`src/hw/rtl/rrr_pkg.sv`:
```
// Shared types and constants for the round-robin ready ring.
// No dependencies; every other file of the block imports this package.
package rrr_pkg;

    // Ring sizing
    localparam int MAX_TASKS    = 16;
    localparam int TASK_ID_BITS = 8;
    localparam int SLOT_W       = $clog2(MAX_TASKS);
    localparam int COUNT_W      = $clog2(MAX_TASKS + 1);

    // Port field widths
    localparam int OPCODE_W    = 2;
    localparam int STATUS_W    = 2;
    localparam int TASK_W      = 8;
    localparam int COUNT_OUT_W = 5;

    // Stored id bits: the id port carries TASK_W bits, masked to TASK_ID_BITS
    localparam int ID_W = (TASK_ID_BITS < TASK_W) ? TASK_ID_BITS : TASK_W;

    typedef enum logic [OPCODE_W-1:0] {
        OP_ENQUEUE = 2'd0,
        OP_REMOVE  = 2'd1,
        OP_ADVANCE = 2'd2,
        OP_PEEK    = 2'd3
    } opcode_t;

    typedef enum logic [STATUS_W-1:0] {
        ST_OK           = 2'd0,
        ST_REMOVE_EMPTY = 2'd1,
        ST_FULL_DROP    = 2'd2
    } status_t;

    typedef struct packed {
        opcode_t             opcode;
        logic [TASK_W-1:0]   task_id;
    } item_t;

    typedef struct packed {
        status_t             status;
        logic [TASK_W-1:0]   current_task;
        logic                queue_empty;
        logic [COUNT_W-1:0]  task_count;
    } result_t;

endpackage

```
`src/hw/rtl/round_robin_ready_ring_core.sv`:
```
// Top level of the round-robin ready ring: input register, ring update, result register.
// Depends on rrr_pkg, rrr_in_reg, rrr_ring, rrr_out_reg.
//
//  channel   handshake              fields
//  -------   --------------------   ----------------------------------------------
//  request   req_valid / req_ready  opcode[1:0], task_id[7:0]
//  response  rsp_valid / rsp_ready  status[1:0], current_task[7:0], queue_empty,
//                                   task_count[4:0]
//
// Each item is held in the input register, where the ring update is done, and
// is loaded into the result register once that register is free; its response
// is then taken from the result register.
// A new item is taken every cycle while the response side keeps up.
// rsp_ready low holds the result register and then the input register.
// rst_n clears the slot-use map, pointers and count; no clearing pass.
module round_robin_ready_ring_core
    import rrr_pkg::*;
(
    input  logic                   clk,
    input  logic                   rst_n,
    input  logic                   req_valid,
    output logic                   req_ready,
    input  logic [OPCODE_W-1:0]    opcode,
    input  logic [TASK_W-1:0]      task_id,
    output logic                   rsp_valid,
    input  logic                   rsp_ready,
    output logic [STATUS_W-1:0]    status,
    output logic [TASK_W-1:0]      current_task,
    output logic                   queue_empty,
    output logic [COUNT_OUT_W-1:0] task_count
);

    item_t   in_item;
    item_t   item;
    logic    item_valid;
    logic    can_load;
    logic    fire;
    result_t result;
    result_t result_out;

    assign in_item.opcode  = opcode_t'(opcode);
    assign in_item.task_id = task_id;

    // update happens when a held item meets a free result register
    assign fire = item_valid && can_load;

    rrr_in_reg u_in_reg (
        .clk        (clk),
        .rst_n      (rst_n),
        .in_valid   (req_valid),
        .in_item    (in_item),
        .take       (fire),
        .ready      (req_ready),
        .item_valid (item_valid),
        .item       (item)
    );

    rrr_ring u_ring (
        .clk    (clk),
        .rst_n  (rst_n),
        .item   (item),
        .fire   (fire),
        .result (result)
    );

    rrr_out_reg u_out_reg (
        .clk        (clk),
        .rst_n      (rst_n),
        .load       (fire),
        .result_in  (result),
        .out_ready  (rsp_ready),
        .can_load   (can_load),
        .out_valid  (rsp_valid),
        .result_out (result_out)
    );

    // response fields
    assign status       = result_out.status;
    assign current_task = result_out.current_task;
    assign queue_empty  = result_out.queue_empty;
    assign task_count   = COUNT_OUT_W'(result_out.task_count);

endmodule

```
`src/hw/rtl/rrr_in_reg.sv`:
```
// Input register of the ready ring: holds one accepted item for the update.
// Depends on rrr_pkg.
module rrr_in_reg
    import rrr_pkg::*;
(
    input  logic  clk,
    input  logic  rst_n,
    input  logic  in_valid,
    input  item_t in_item,
    input  logic  take,
    output logic  ready,
    output logic  item_valid,
    output item_t item
);

    logic  valid_reg;
    item_t item_reg;

    // free, or emptied by the update in this same cycle
    assign ready      = !valid_reg || take;
    assign item_valid = valid_reg;
    assign item       = item_reg;

    // valid flag
    always_ff @(posedge clk or negedge rst_n)
    begin
        if (!rst_n)
        begin
            valid_reg <= 1'b0;
        end
        else if (ready)
        begin
            valid_reg <= in_valid;
        end
    end

    // payload, no reset
    always_ff @(posedge clk)
    begin
        if (ready && in_valid)
        begin
            item_reg <= in_item;
        end
    end

endmodule

```
`src/hw/rtl/rrr_ring.sv`:
```
// Ring state (slot table, links, pointers, count) and its combinational next-state update.
// Depends on rrr_pkg; the result is combinational from the held item and state.
module rrr_ring
    import rrr_pkg::*;
(
    input  logic    clk,
    input  logic    rst_n,
    input  item_t   item,
    input  logic    fire,
    output result_t result
);

    // slot table and links: contents undefined until written
    logic [ID_W-1:0]    slot_task_reg [MAX_TASKS];
    logic [SLOT_W-1:0]  next_link_reg [MAX_TASKS];
    logic [SLOT_W-1:0]  prev_link_reg [MAX_TASKS];
    logic [ID_W-1:0]    slot_task_next [MAX_TASKS];
    logic [SLOT_W-1:0]  next_link_next [MAX_TASKS];
    logic [SLOT_W-1:0]  prev_link_next [MAX_TASKS];

    // control state
    logic [MAX_TASKS-1:0] in_use_reg, in_use_next;
    logic [SLOT_W-1:0]    head_reg, head_next;
    logic [SLOT_W-1:0]    tail_reg, tail_next;
    logic [SLOT_W-1:0]    cur_reg, cur_next;
    logic [COUNT_W-1:0]   count_reg, count_next;

    logic [SLOT_W-1:0]    free_slot;
    logic                 free_found;
    logic [SLOT_W-1:0]    succ, pred;
    logic                 ring_empty, ring_single;
    status_t              status;
    logic [SLOT_W-1:0]    rd_slot;
    logic [ID_W-1:0]      rd_task;

    assign ring_empty  = (count_reg == '0);
    assign ring_single = (count_reg == COUNT_W'(1));
    assign succ        = next_link_reg[cur_reg];
    assign pred        = prev_link_reg[cur_reg];

    // lowest-numbered free slot
    always_comb
    begin
        free_slot  = '0;
        free_found = 1'b0;
        for (int i = MAX_TASKS - 1; i >= 0; i--)
        begin
            if (!in_use_reg[i])
            begin
                free_slot  = SLOT_W'(i);
                free_found = 1'b1;
            end
        end
    end

    // next state
    always_comb
    begin
        slot_task_next = slot_task_reg;
        next_link_next = next_link_reg;
        prev_link_next = prev_link_reg;
        in_use_next    = in_use_reg;
        head_next      = head_reg;
        tail_next      = tail_reg;
        cur_next       = cur_reg;
        count_next     = count_reg;
        status         = ST_OK;
        unique case (item.opcode)
            OP_ENQUEUE:
            begin
                if (!free_found)
                begin
                    status = ST_FULL_DROP;
                end
                else
                begin
                    in_use_next[free_slot]    = 1'b1;
                    slot_task_next[free_slot] = item.task_id[ID_W-1:0];
                    if (ring_empty)
                    begin
                        head_next                 = free_slot;
                        cur_next                  = free_slot;
                        next_link_next[free_slot] = free_slot;
                        prev_link_next[free_slot] = free_slot;
                    end
                    else
                    begin
                        next_link_next[tail_reg]  = free_slot;
                        prev_link_next[free_slot] = tail_reg;
                        next_link_next[free_slot] = head_reg;
                        prev_link_next[head_reg]  = free_slot;
                    end
                    tail_next  = free_slot;
                    count_next = count_reg + COUNT_W'(1);
                end
            end
            OP_REMOVE:
            begin
                if (ring_empty)
                begin
                    status = ST_REMOVE_EMPTY;
                end
                else if (ring_single)
                begin
                    // last task leaves: ring and pointers return to reset
                    in_use_next = '0;
                    head_next   = '0;
                    tail_next   = '0;
                    cur_next    = '0;
                    count_next  = '0;
                end
                else
                begin
                    next_link_next[pred] = succ;
                    prev_link_next[succ] = pred;
                    if (cur_reg == head_reg)
                    begin
                        head_next = succ;
                    end
                    if (cur_reg == tail_reg)
                    begin
                        tail_next = pred;
                    end
                    in_use_next[cur_reg] = 1'b0;
                    cur_next             = succ;
                    count_next           = count_reg - COUNT_W'(1);
                end
            end
            OP_ADVANCE:
            begin
                if (!ring_empty)
                begin
                    cur_next = succ;
                end
            end
            OP_PEEK:
            begin
            end
            default:
            begin
            end
        endcase
    end

    // task at the current slot after the step; a first enqueue bypasses the table
    always_comb
    begin
        if (item.opcode == OP_REMOVE || item.opcode == OP_ADVANCE)
        begin
            rd_slot = succ;
        end
        else
        begin
            rd_slot = cur_reg;
        end
        if (item.opcode == OP_ENQUEUE && ring_empty)
        begin
            rd_task = item.task_id[ID_W-1:0];
        end
        else
        begin
            rd_task = slot_task_reg[rd_slot];
        end
    end

    always_comb
    begin
        result.status       = status;
        result.queue_empty  = (count_next == '0);
        result.current_task = (count_next == '0) ? '0 : TASK_W'(rd_task);
        result.task_count   = count_next;
    end

    // control registers
    always_ff @(posedge clk or negedge rst_n)
    begin
        if (!rst_n)
        begin
            in_use_reg <= '0;
            head_reg   <= '0;
            tail_reg   <= '0;
            cur_reg    <= '0;
            count_reg  <= '0;
        end
        else if (fire)
        begin
            in_use_reg <= in_use_next;
            head_reg   <= head_next;
            tail_reg   <= tail_next;
            cur_reg    <= cur_next;
            count_reg  <= count_next;
        end
    end

    // table and links, no reset
    always_ff @(posedge clk)
    begin
        if (fire)
        begin
            slot_task_reg <= slot_task_next;
            next_link_reg <= next_link_next;
            prev_link_reg <= prev_link_next;
        end
    end

endmodule

```
`src/hw/rtl/rrr_out_reg.sv`:
```
// Result register of the ready ring: holds one result item until taken.
// Depends on rrr_pkg.
module rrr_out_reg
    import rrr_pkg::*;
(
    input  logic    clk,
    input  logic    rst_n,
    input  logic    load,
    input  result_t result_in,
    input  logic    out_ready,
    output logic    can_load,
    output logic    out_valid,
    output result_t result_out
);

    logic    valid_reg;
    result_t result_reg;

    assign can_load   = !valid_reg || out_ready;
    assign out_valid  = valid_reg;
    assign result_out = result_reg;

    // valid flag
    always_ff @(posedge clk or negedge rst_n)
    begin
        if (!rst_n)
        begin
            valid_reg <= 1'b0;
        end
        else if (can_load)
        begin
            valid_reg <= load;
        end
    end

    // payload, no reset
    always_ff @(posedge clk)
    begin
        if (can_load && load)
        begin
            result_reg <= result_in;
        end
    end

endmodule

```
`config.mk`:
```
export PLATFORM = sky130hd
export DESIGN_NAME = round_robin_ready_ring_core
export DESIGN_NICKNAME = d
export VERILOG_FILES = /design/src/hw/rtl/rrr_pkg.sv /design/src/hw/rtl/round_robin_ready_ring_core.sv /design/src/hw/rtl/rrr_in_reg.sv /design/src/hw/rtl/rrr_ring.sv /design/src/hw/rtl/rrr_out_reg.sv
export SDC_FILE = /design/constraint.sdc
export NUM_CORES = 1
export LEC_CHECK = 0
export ABC_AREA = 1
export BUFFER_PORTS_ARGS = -buffer_cell sky130_fd_sc_hd__buf_2
export CAP_MARGIN = 15
export CORE_ASPECT_RATIO = 1.4
export CORE_MARGIN = 2
export CORE_UTILIZATION = 30
export CTS_CLUSTER_SIZE = 20
export DETAILED_ROUTE_END_ITERATION = 10
export PLACE_DENSITY = 0.55
export SYNTH_ARGS = -nofsm -noshare
export SYNTH_HDL_FRONTEND = slang
export SYNTH_HIERARCHICAL = 1
export SYNTH_SLANG_ARGS = --single-unit
```
`constraint.sdc`:
```
create_clock -name clk -period 2.3 [get_ports clk]
set_clock_uncertainty 0.05 [all_clocks]
set_input_delay 0.69 -clock clk [delete_from_list [all_inputs] [get_ports clk]]
set_output_delay 0.69 -clock clk [all_outputs]
set_load 0.005 [all_outputs]
```
After elaboration in Yosys (flattened, before gate mapping):

Index checks and enable logic that the tools add are counted.

* $add $sub $neg: 2
* order comparisons: 16
* bitwise gates (word level): 10
* mux-type cells: 104
* reduce and logical (&&, ||, !) cells: 27
* equal/unequal tests: 12

Operators with widths (number)
* 64-bit bitwise mux: 8
* 64-bit two-way mux: 8
* 64-bit case mux with 2 select lines: 2
* 4-bit two-way mux: 38
* 128-bit bitwise mux: 1
* 4-bit demux with 4-bit select: 5
* 16-bit two-way mux: 3
* 5-bit greater-or-equal comparator, second input constant: 7
* 4-bit inverter with 5-bit output: 7
* 4-bit binary-select mux with 4-bit select: 2
* 8-bit binary-select mux with 4-bit select: 1
* 8-bit demux with 4-bit select: 1
* 8-bit two-way mux: 4
* 16-bit case mux with 2 select lines: 1
* 5-bit by 1-bit < comparator with 1-bit output, second input constant: 5
* 1-bit two-way mux: 19
* 16-bit bitwise AND: 1
* 16-bit inverter: 1
* 16-bit bitwise OR: 1
* 4-bit case mux with 2 select lines: 2
* 5-bit two-way mux: 3
* 4-bit case mux with 3 select lines: 1
* 6-bit AND reduction: 2
* 1-bit logical AND: 11
* 24 further kinds: 37

* output and inout port bits: 18
* flip-flop bits (word level): 317
* word-level logic and storage cells: 232
* input port bits: 14

Depth between registers and ports, before layout:

Gate-level depths: netlist (run 1).

* depth in word-level cells: 26
* depth in mapped cells: 23
* gate-level depth less buffers: 21

By module:

Netlist (run 1), hierarchy kept.

Modules (own cells, without submodules)
* rrr_ring: times used 1, sequential area each 8513.2 sq um, cells each 2238, area an instance 17600.6 sq um
* rrr_out_reg: times used 1, sequential area each 505.5 sq um, cells each 22, area an instance 525.5 sq um
* rrr_in_reg: times used 1, sequential area each 325.3 sq um, cells each 16, area an instance 345.3 sq um
* round_robin_ready_ring_core: times used 1, sequential area each 0.0 sq um, cells each 2, area an instance 7.5 sq um

Worst setup path after synthesis (run 1):

Ideal clock, no wire load.

* path kind: reg-to-reg
* from: register u_ring.count_reg[0]
* to: register u_ring/next_link_reg[12] (netlist bit) (enable)
* library setup time: 0.329 ns
* path slack: -0.236 ns
* arrival: 2.157 ns
* stages on the path, launching flop included: 15
* period minus slack after synthesis: 2.536 ns
* path buffers: 1
* required time: 1.921 ns
* cell sequence: dfrtp_1 > inv_1 > ha_1 > nand2_1 > nor2_4 > inv_2 > nor2_1 > inv_1 > nand2_1 > nor2_1 > nand2_2 > a21oi_2 > buf_2 > nand2_1 > nor2_1

* word-level cells in the longest chain between the ends: 3
* elaborated cells on any way between the ends: 5
* classes of those cells: 3 x eq/ne; 2 x reduce/logical

Ends and longest elaborated chain
* start: declaration: line rrr_ring.sv:26 `logic [COUNT_W-1:0] count_reg, count_next;`
* start signal: assignment: line rrr_ring.sv:191 `count_reg <= count_next;`
* 5-bit by 1-bit == test with 1-bit output or 5-bit logical NOT (tied branches): line rrr_ring.sv:37, rrr_ring.sv:36
* 2-bit inequality test (no source line)
* 5-bit AND reduction (no source line) *
* end signal: assignment: line rrr_ring.sv:201 `next_link_reg <= next_link_next;`
* end: declaration: line rrr_ring.sv:15 `logic [SLOT_W-1:0] next_link_reg [MAX_TASKS];`

Mark *: on every way between the ends. The rest lies on a longest branch, timed or not.
A chain may end at the register's enable or synchronous reset.

==> results of run 1 <==
-- what timing repair did --
action / CTS / global route
setup endpoints to repair: 418 / 423
buffers inserted: 67 / 73
gates cloned: 4 / 13
gates resized for setup: 286 / 539
hold buffers: 1 / 0
pin swaps: 75 / 226
endpoints found under the hold margin: 8 / 0
-- stage by stage --
| step | total power (W) | util, % | cells |
|---|---|---|---|
| 6_report | 0.0445 | 47.3 | 3606 |
| 5_1_grt | 0.0462 | 47.3 | 3606 |
| 4_1_cts | 0.0390 | 42.9 | 3550 |
| 3_5_place_dp | 0.0288 | 37.9 | 3413 |
| 3_3_place_gp | 0.0288 | 37.9 | 3413 |
| 2_1_floorplan | 0.0178 | - | 2278 |
-- cell usage in the layout, fill, tap and decap left out, drive strengths merged --
master       count
bufinv           6
o21ai          140
a211oi           2
o211ai           8
nor2           205
a21oi           75
inv            155
nand3b           5
buf            556
o31ai            1
nor4             2
dfrtp           35
dlygate4sd3      1
clkinvlp         2
a21o             2
a32oi            1
o21bai          18
xnor2            8
edfxtp         282
nor3            14
clkinv          17
o22ai           24
nand3          268
nand2          809
a31oi            3
xor2             1
ha               7
a22oi           50
clkbuf          59
nand4           33
-- routing by layer --
| layer | part of all wire, % | vias to the layer above | GRT usage [%] |
|---|---|---|---|
| met4 | 10 | 0 | 20.0 |
| met2 | 51 | 894 | 43.8 |
| met3 | 4.7 | 352 | 2.97 |
| met1 | 35 | 9169 | 26.0 |
| li1 | - | 8687 | - |
| met5 | 0 | - | 0 |
-- final cells by class --
class	instances	area, µm²
Fill cell	5647	32100
Inverter	160	722
Multi-Input combinational cell	1676	10400
Clock inverter	20	319
Sequential cell	317	9350
Timing Repair Buffer	568	6000
Tap cell	817	1020
Clock buffer	48	1010
-- final timing paths --
path,startpoint,slack (ps),endpoint,cells after the start
worst max-delay path,u_ring/cur_reg[1]$_DFFE_PN0P_,-480,u_ring/next_link_reg[49]$_DFFE_PP_,16
worst min register to register,u_out_reg/out_valid$_DFFE_PN0P_,480,u_out_reg/out_valid$_DFFE_PN0P_,2
worst max register to register,u_ring/cur_reg[1]$_DFFE_PN0P_,-480,u_ring/next_link_reg[49]$_DFFE_PP_,16
max in group asynchronous,rst_n,1090,u_ring/in_use_reg[9]$_DFFE_PN0P_,3
worst min-delay path,task_id[3],230,u_in_reg/item[3]$_DFFE_PP_,1
min in group asynchronous,rst_n,510,u_ring/count_reg[1]$_DFFE_PN0P_,2
-- critical path, cell delays in order, from the launching register on --
cell      delay, ps
dfrtp_1         410
buf_6           150
nand2_4          70
inv_6            50
buf_12          140
buf_12          140
a22oi_2         220
nand2_1         120
nand2_2         110
nand4_4         120
buf_6           160
nor2_4          100
clkinv_4        110
nor2_4          110
nor2_1           60
o21bai_4        200
nor2_4          150
-- power groups by stage --
stage / logic (W) / registers, W / clock network (W)
after CTS: 0.0247 / 0.00776 / 0.00655
after detailed placement: 0.0209 / 0.00787 / 0
final: 0.0303 / 0.00777 / 0.00644
after global placement: 0.0209 / 0.00787 / 0
after global routing: 0.0316 / 0.00781 / 0.00676
after floorplan: 0.0102 / 0.00766 / 0
-- logic make-up after synthesis --
family	Yosys count	share of synthesized area [%]
compound gates	324	10.4
xor+xnor	9	0.427
fa+ha+maj	7	0.474
simple gates	1335	31.2
buf+inv	286	6.95
flops	317	50.6
-- cell usage after synthesis (all sizes together) --
| library cell | number | share of area, % |
|---|---|---|
| o22ai | 24 | 0.85 |
| buf | 80 | 2.7 |
| xor2 | 1 | 0.047 |
| o21ai | 140 | 3.9 |
| nand4 | 33 | 1.3 |
| xnor2 | 8 | 0.38 |
| inv | 157 | 3.2 |
| edfxtp | 282 | 46 |
| nand3b | 5 | 0.20 |
| a21o | 2 | 0.081 |
| clkbuf | 46 | 0.94 |
| dfrtp | 35 | 4.7 |
| a211oi | 2 | 0.11 |
| a32oi | 1 | 0.047 |
| o31ai | 1 | 0.041 |
| nor3 | 14 | 0.46 |
| nor2 | 205 | 5.1 |
| a21oi | 75 | 2.1 |
| ha | 7 | 0.47 |
| a31oi | 3 | 0.18 |
| o211ai | 8 | 0.33 |
| nand2 | 808 | 17 |
| clkinv | 3 | 0.068 |
| nand3 | 268 | 7.4 |
| nor4 | 2 | 0.18 |
| a22oi | 50 | 2.0 |
| o21bai | 18 | 0.73 |
==> results.md, run 1 <==
* Status: complete, but fails checks
* Failing checks: setup timing
* Clk network pwr share at between 10 and 15%
* Largest net degree at the start of global routing at 70
* Placer Congestion at approximately 1
* Core area at 60900 µm²
* Gr usage total at roughly a quarter
* FMAX at 0.360 GHz
* Final hold vios at 0
* PortBufs at 31
* Fin Hold WS at 233 ps
* Initial Utilization at between 30 and 40%
* Num CTS Buffers at 37
* Area growth from synthesis to layout at 56.0%
* Root Buffer: clkbuf_16
* H-tree levels at 2
* Die width at 214 µm
* Worst-path maximum fanout at 8
* Slew @ Worst Pin at 650 ps
* DRT Pass-1 Iters at 6
* Startpoint types: flip-flop
* Setup TNS at -104840 ps
* Power per Cell Area at between 1500 and 2000 nW/µm²
* Pint at 0.0240 W
* RSZ-0062 raised after global routing: true
* Final Routed Wirelength at 82400 µm
* Netlist Area Pre-Place at 18500 µm²
* Height of the die at 298 µm
* Final Instance Area at 28800 µm²
* Vias per cell at between 5 and 6
* CP Capture Type: flip-flop
* Final setup viols at 408
* Vias at around 19000
* Syn_nets at about 2300
* Slew headroom at a little under three fifths
* Placed Area at 23100 µm²
* Full die area at 63600 µm²
* MaxCap Viol Count at 0
* Leakage at approximately 12 nW
* Row Count at 107
* NetSw at 0.0204 W
* Fin crit period at 2780 ps
* Io pins at 32
* Routed wire per std cell at 22.8 µm
* Slew Limit Fails at 0
* Yosys warns at 6
* Critical path class: flip-flop to flip-flop
* CTS Buffer Depth at 3
* Sequential share of power at between 10% and 20%
* Grt ovf at 0
* Dpl ws at -847 ps
* Fin crit share at 121%
* WP data arrival at 3000 ps
* Sw Ratio at ~46%
* Syn avg cell area at 8.11 µm²
* Netlist cell types at 52
* Number of global-route vias before repair at 18600
* PnR worst setup slack at -477 ps
* Post-detail-place hpwl at ~59000 µm
* CTS tree: built
* Antenna Cells at 0
* First-pass GRT wire length at between 100000 and 150000 µm
* Clock-pin slew on the worst setup and hold paths at 60 ps
* # clock sinks at 317
* Combinational Power Share at 68.0%
* Sequential fraction of the synthesis area at between 50 and 60%
* Synth Register Bits at 317
* DRT antenna net count at 0
* Initial antenna violation count at 0
* Net count, final at 2781
* Clk_lat worst skew at 580 ps
* VDD IR max at 0.737 mV
* Largest register FFs at between 100 and 150
* Drc violations at 0
* Share of layout cells above drive strength 1 at between 40% and 50%
* Initial drt markers at 1554
* Hold crit path type: input pin to flip-flop
* Worst endpoint required time at roughly 2500 ps
* Syn Inst Count at 2278
(Power assumes the default switching activity.)
==> inputs of run 2 (changes only) <==
--- a/config.mk
+++ b/config.mk
@@ -8,12 +8,11 @@
 export ABC_AREA = 1
 export BUFFER_PORTS_ARGS = -buffer_cell sky130_fd_sc_hd__buf_2
 export CAP_MARGIN = 15
-export CORE_ASPECT_RATIO = 1.4
+export CORE_ASPECT_RATIO = 1.75
 export CORE_MARGIN = 2
 export CORE_UTILIZATION = 30
 export CTS_CLUSTER_SIZE = 20
 export DETAILED_ROUTE_END_ITERATION = 10
-export PLACE_DENSITY = 0.55
 export SYNTH_ARGS = -nofsm -noshare
 export SYNTH_HDL_FRONTEND = slang
 export SYNTH_HIERARCHICAL = 1
==> run 2 against run 1 <==
Net effect:
- non-clock buffer count shrank 33
- the run still ends with setup timing left
- critical path type unchanged
- highest routed layer unchanged
- hold slack got worse by 54 ps
- routed wire length grew 4.5%
==> results.md, run 2 (synthesis results as in run 1) <==
* Antenna Cells at 0 (unchanged)
* Worst-path maximum fanout at 15 (+7)
* Slew headroom at 43.4% (-13 points)
* Grt ovf at 0 (unchanged)
* Routed wire per std cell at 24.3 µm (+6.6%)
* First-pass GRT wire length at 122000 µm (+6.2%)
* Reg-to-Reg End: u_out_reg/result_out[9]$_DFFE_PP_
* Initial drt markers at 1638 (+5.4%)
* VDD IR max at 0.810 mV (+9.9%)
* CTS Buffer Depth at 3 (unchanged)
* Die width at 192 µm (-10%)
* Initial Utilization at 30.2% (-0.096 points)
* Pint at 0.0215 W (-11%)
* Clk network pwr share at 13.8% (-0.7 points)
* Net count, final at 2742 (-1.4%)
* CTS tree: built
* Most frequent cells in the layout: nand2_1, buf_4, edfxtp_1
* DRT Pass-1 Iters at 6 (unchanged)
* Largest register FFs at 128 (unchanged)
* H-tree levels at 1 (-1)
* Worst endpoint required time at 2630 ps (+100 ps)
* Num CTS Buffers at 30 (-19%)
* Hold path depth at 1 (unchanged)
* Hold crit path type: input pin to flip-flop
* Status: complete, but fails checks
* # placed instances at 3403 (-0.29%)
* Startpoint types: flip-flop
* PortBufs at 31 (unchanged)
* Dpl ws at -920 ps (-72.6 ps)
* Placed Area at 23100 µm² (about the same)
* Combinational Power Share at 67.1% (-0.9 points)
* Final Instance Area at 26500 µm² (-8.0%)
* RSZ-0062 raised after global routing: true
* Post-route insts no fill at 3538 (-1.9%)
* NetSw at 0.0193 W (-5.3%)
* Leakage at 10.9 nW (-7.6%)
* FMAX at 0.348 GHz (-3.3%)
* Critical path class: flip-flop to flip-flop
* Area growth from synthesis to layout at 43.4%
* # clock sinks at 317 (unchanged)
* PnR worst setup slack at -572 ps (-94.3 ps)
* Power per Cell Area at 1540 nW/µm² (-0.13%)
* Io pins at 32 (unchanged)
* DRT antenna net count at 0 (unchanged)
* Slew @ Worst Pin at 848 ps (+199 ps)
* Root Buffer: clkbuf_16
* Final setup viols at 421 (+3.2%)
* Core area at 61100 µm² (+0.32%)
* Vias at 19200 (+0.50%)
* Row Count at 120 (+12%)
* Min-delay src: opcode[0]
* Post-detail-place hpwl at 63000 µm (+7.1%)
* Share of layout cells above drive strength 1 at 34.8% (-7.3 points)
* Worst-case reg-to-reg path depth at 18 (+2)
* Initial antenna violation count at 1 (+1)
* FF-to-FF Start: u_ring/cur_reg[0]$_DFFE_PN0P_
* Most common cell after layout, fill and taps aside: nand2_1
* Drc violations at 0 (unchanged)
* Height of the die at 332 µm (+12%)
* Final Routed Wirelength at 86100 µm (+4.5%)
* Largest net degree at the start of global routing at 36 (-49%)
* Register-to-Register Setup Slack at -570 ps (-90 ps)
* Placer Congestion at 1.04 (+2.8%)
* Fin crit period at 2870 ps (+94.3 ps)
* Fillcell total at 5786 (+2.5%)
* Sw Ratio at 47.4% (+1.4 points)
* Vias per cell at 5.43 (+2.4%)
* Number of global-route vias before repair at 19400 (+4.5%)
* Full die area at 63700 µm² (about the same)
* WP data arrival at 3210 ps (+210 ps)
* Hold Path Sink: u_in_reg/item[8]$_DFFE_PP_
* Fin crit share at 125% (+4.1 points)
* Total design power at 0.0408 W (-8.2%)
* Clock-pin slew on the worst setup and hold paths at 70 ps (about the same)
* Sequential share of power at 19.1% (+1.6 points)
* Final hold vios at 0 (unchanged)
* Gr usage total at 26.6% (+1.9 points)
* Clk_lat worst skew at 630 ps (+50 ps)
* MaxCap Viol Count at 0 (unchanged)
* CP Capture Type: flip-flop
* Slew Limit Fails at 0 (unchanged)
* Failing checks: setup timing
* Final core occ at 43.4% (-3.9 points)
==> run 2: cell types whose count changed in the layout (fill, tap and decap cells not counted), sizes merged <==
cell      delta
buf         -28
clkbuf      -17
clkinv       -4
clkinvlp     +2
inv          +2
nor2         +2
nand2        -1
==> run 2: how the worst max path moves through the flow <==
stage / startpoint / endpoint / slack, ps / depth (start not counted)
floorplan: u_ring/cur_reg[1]$_DFFE_PN0P_ / u_ring/next_link_reg[24]$_DFFE_PP_ / -110 / 14
global placement: u_ring/cur_reg[0]$_DFFE_PN0P_ / u_ring/next_link_reg[43]$_DFFE_PP_ / -860 / 15
detailed placement: u_ring/cur_reg[0]$_DFFE_PN0P_ / u_ring/next_link_reg[43]$_DFFE_PP_ / -920 / 15
CTS: u_ring/cur_reg[1]$_DFFE_PN0P_ / u_ring/next_link_reg[43]$_DFFE_PP_ / -540 / 15
global route: u_ring/in_use_reg[15]$_DFFE_PN0P_ / u_ring/next_link_reg[4]$_DFFE_PP_ / -670 / 25
finish: u_ring/cur_reg[0]$_DFFE_PN0P_ / u_out_reg/result_out[9]$_DFFE_PP_ / -570 / 18
==> run 2: through the flow <==
stage	hold slack [ps]	setup TNS, ps
6_report	180	-130850
5_1_grt	158	-183550
4_1_cts	164	-129040
3_5_place_dp	459	-181560
3_3_place_gp	455	-167310
2_1_floorplan	344	-4160
==> run 2: per-layer routing <==
metal	share of wire [%]	global-route usage (%)	vias up	wire length, µm
li1	-	-	8593	-
met1	30	23.9	9119	25600
met2	52	49.0	986	45000
met3	5.3	3.75	500	4560
met4	13	26.2	0	11000
met5	0	0	-	0
==> run 2: worst max-delay path: stages (launching register included) <==
cell      delay [ps]
dfrtp_2          460
buf_6            140
inv_4             60
nor2_4            50
buf_12           150
a22oi_2          130
nand2_1           80
nand2_2           90
nand2_2           70
nor2_4           210
buf_6            150
inv_8             50
o21ai_4          230
clkinv_4         100
buf_12           150
nand3_1          110
nand3_1          110
a21oi_2          140
nor2_1            50
==> run 2: timing repair <==
| action | CTS | global route |
|---|---|---|
| cloned | 5 | 6 |
| pin swaps | 59 | 69 |
| hold buffers | 1 | 0 |
| setup buffers | 39 | 31 |
| resized for setup | 176 | 227 |
| setup endpoints to repair | 421 | 423 |
| endpoints found under the hold margin | 22 | 0 |
==> run 2: power groups by stage <==
stage          registers [W]  logic, W  clock network (W)
6_report             0.00778    0.0274            0.00564
5_1_grt              0.00783    0.0286            0.00590
4_1_cts              0.00775    0.0238            0.00567
3_5_place_dp         0.00787    0.0213                  0
3_3_place_gp         0.00787    0.0211                  0
2_1_floorplan        0.00766    0.0102                  0
==> run 2: area by class of cell <==
type	instances	area, µm²	area share [%]
Inverter	160	669	2.53
Sequential cell	317	9350	35.3
Timing Repair Buffer	535	5090	19.2
Tap cell	793	992	3.74
Clock inverter	20	298	1.12
Multi-Input combinational cell	1677	9310	35.1
Clock buffer	36	803	3.03
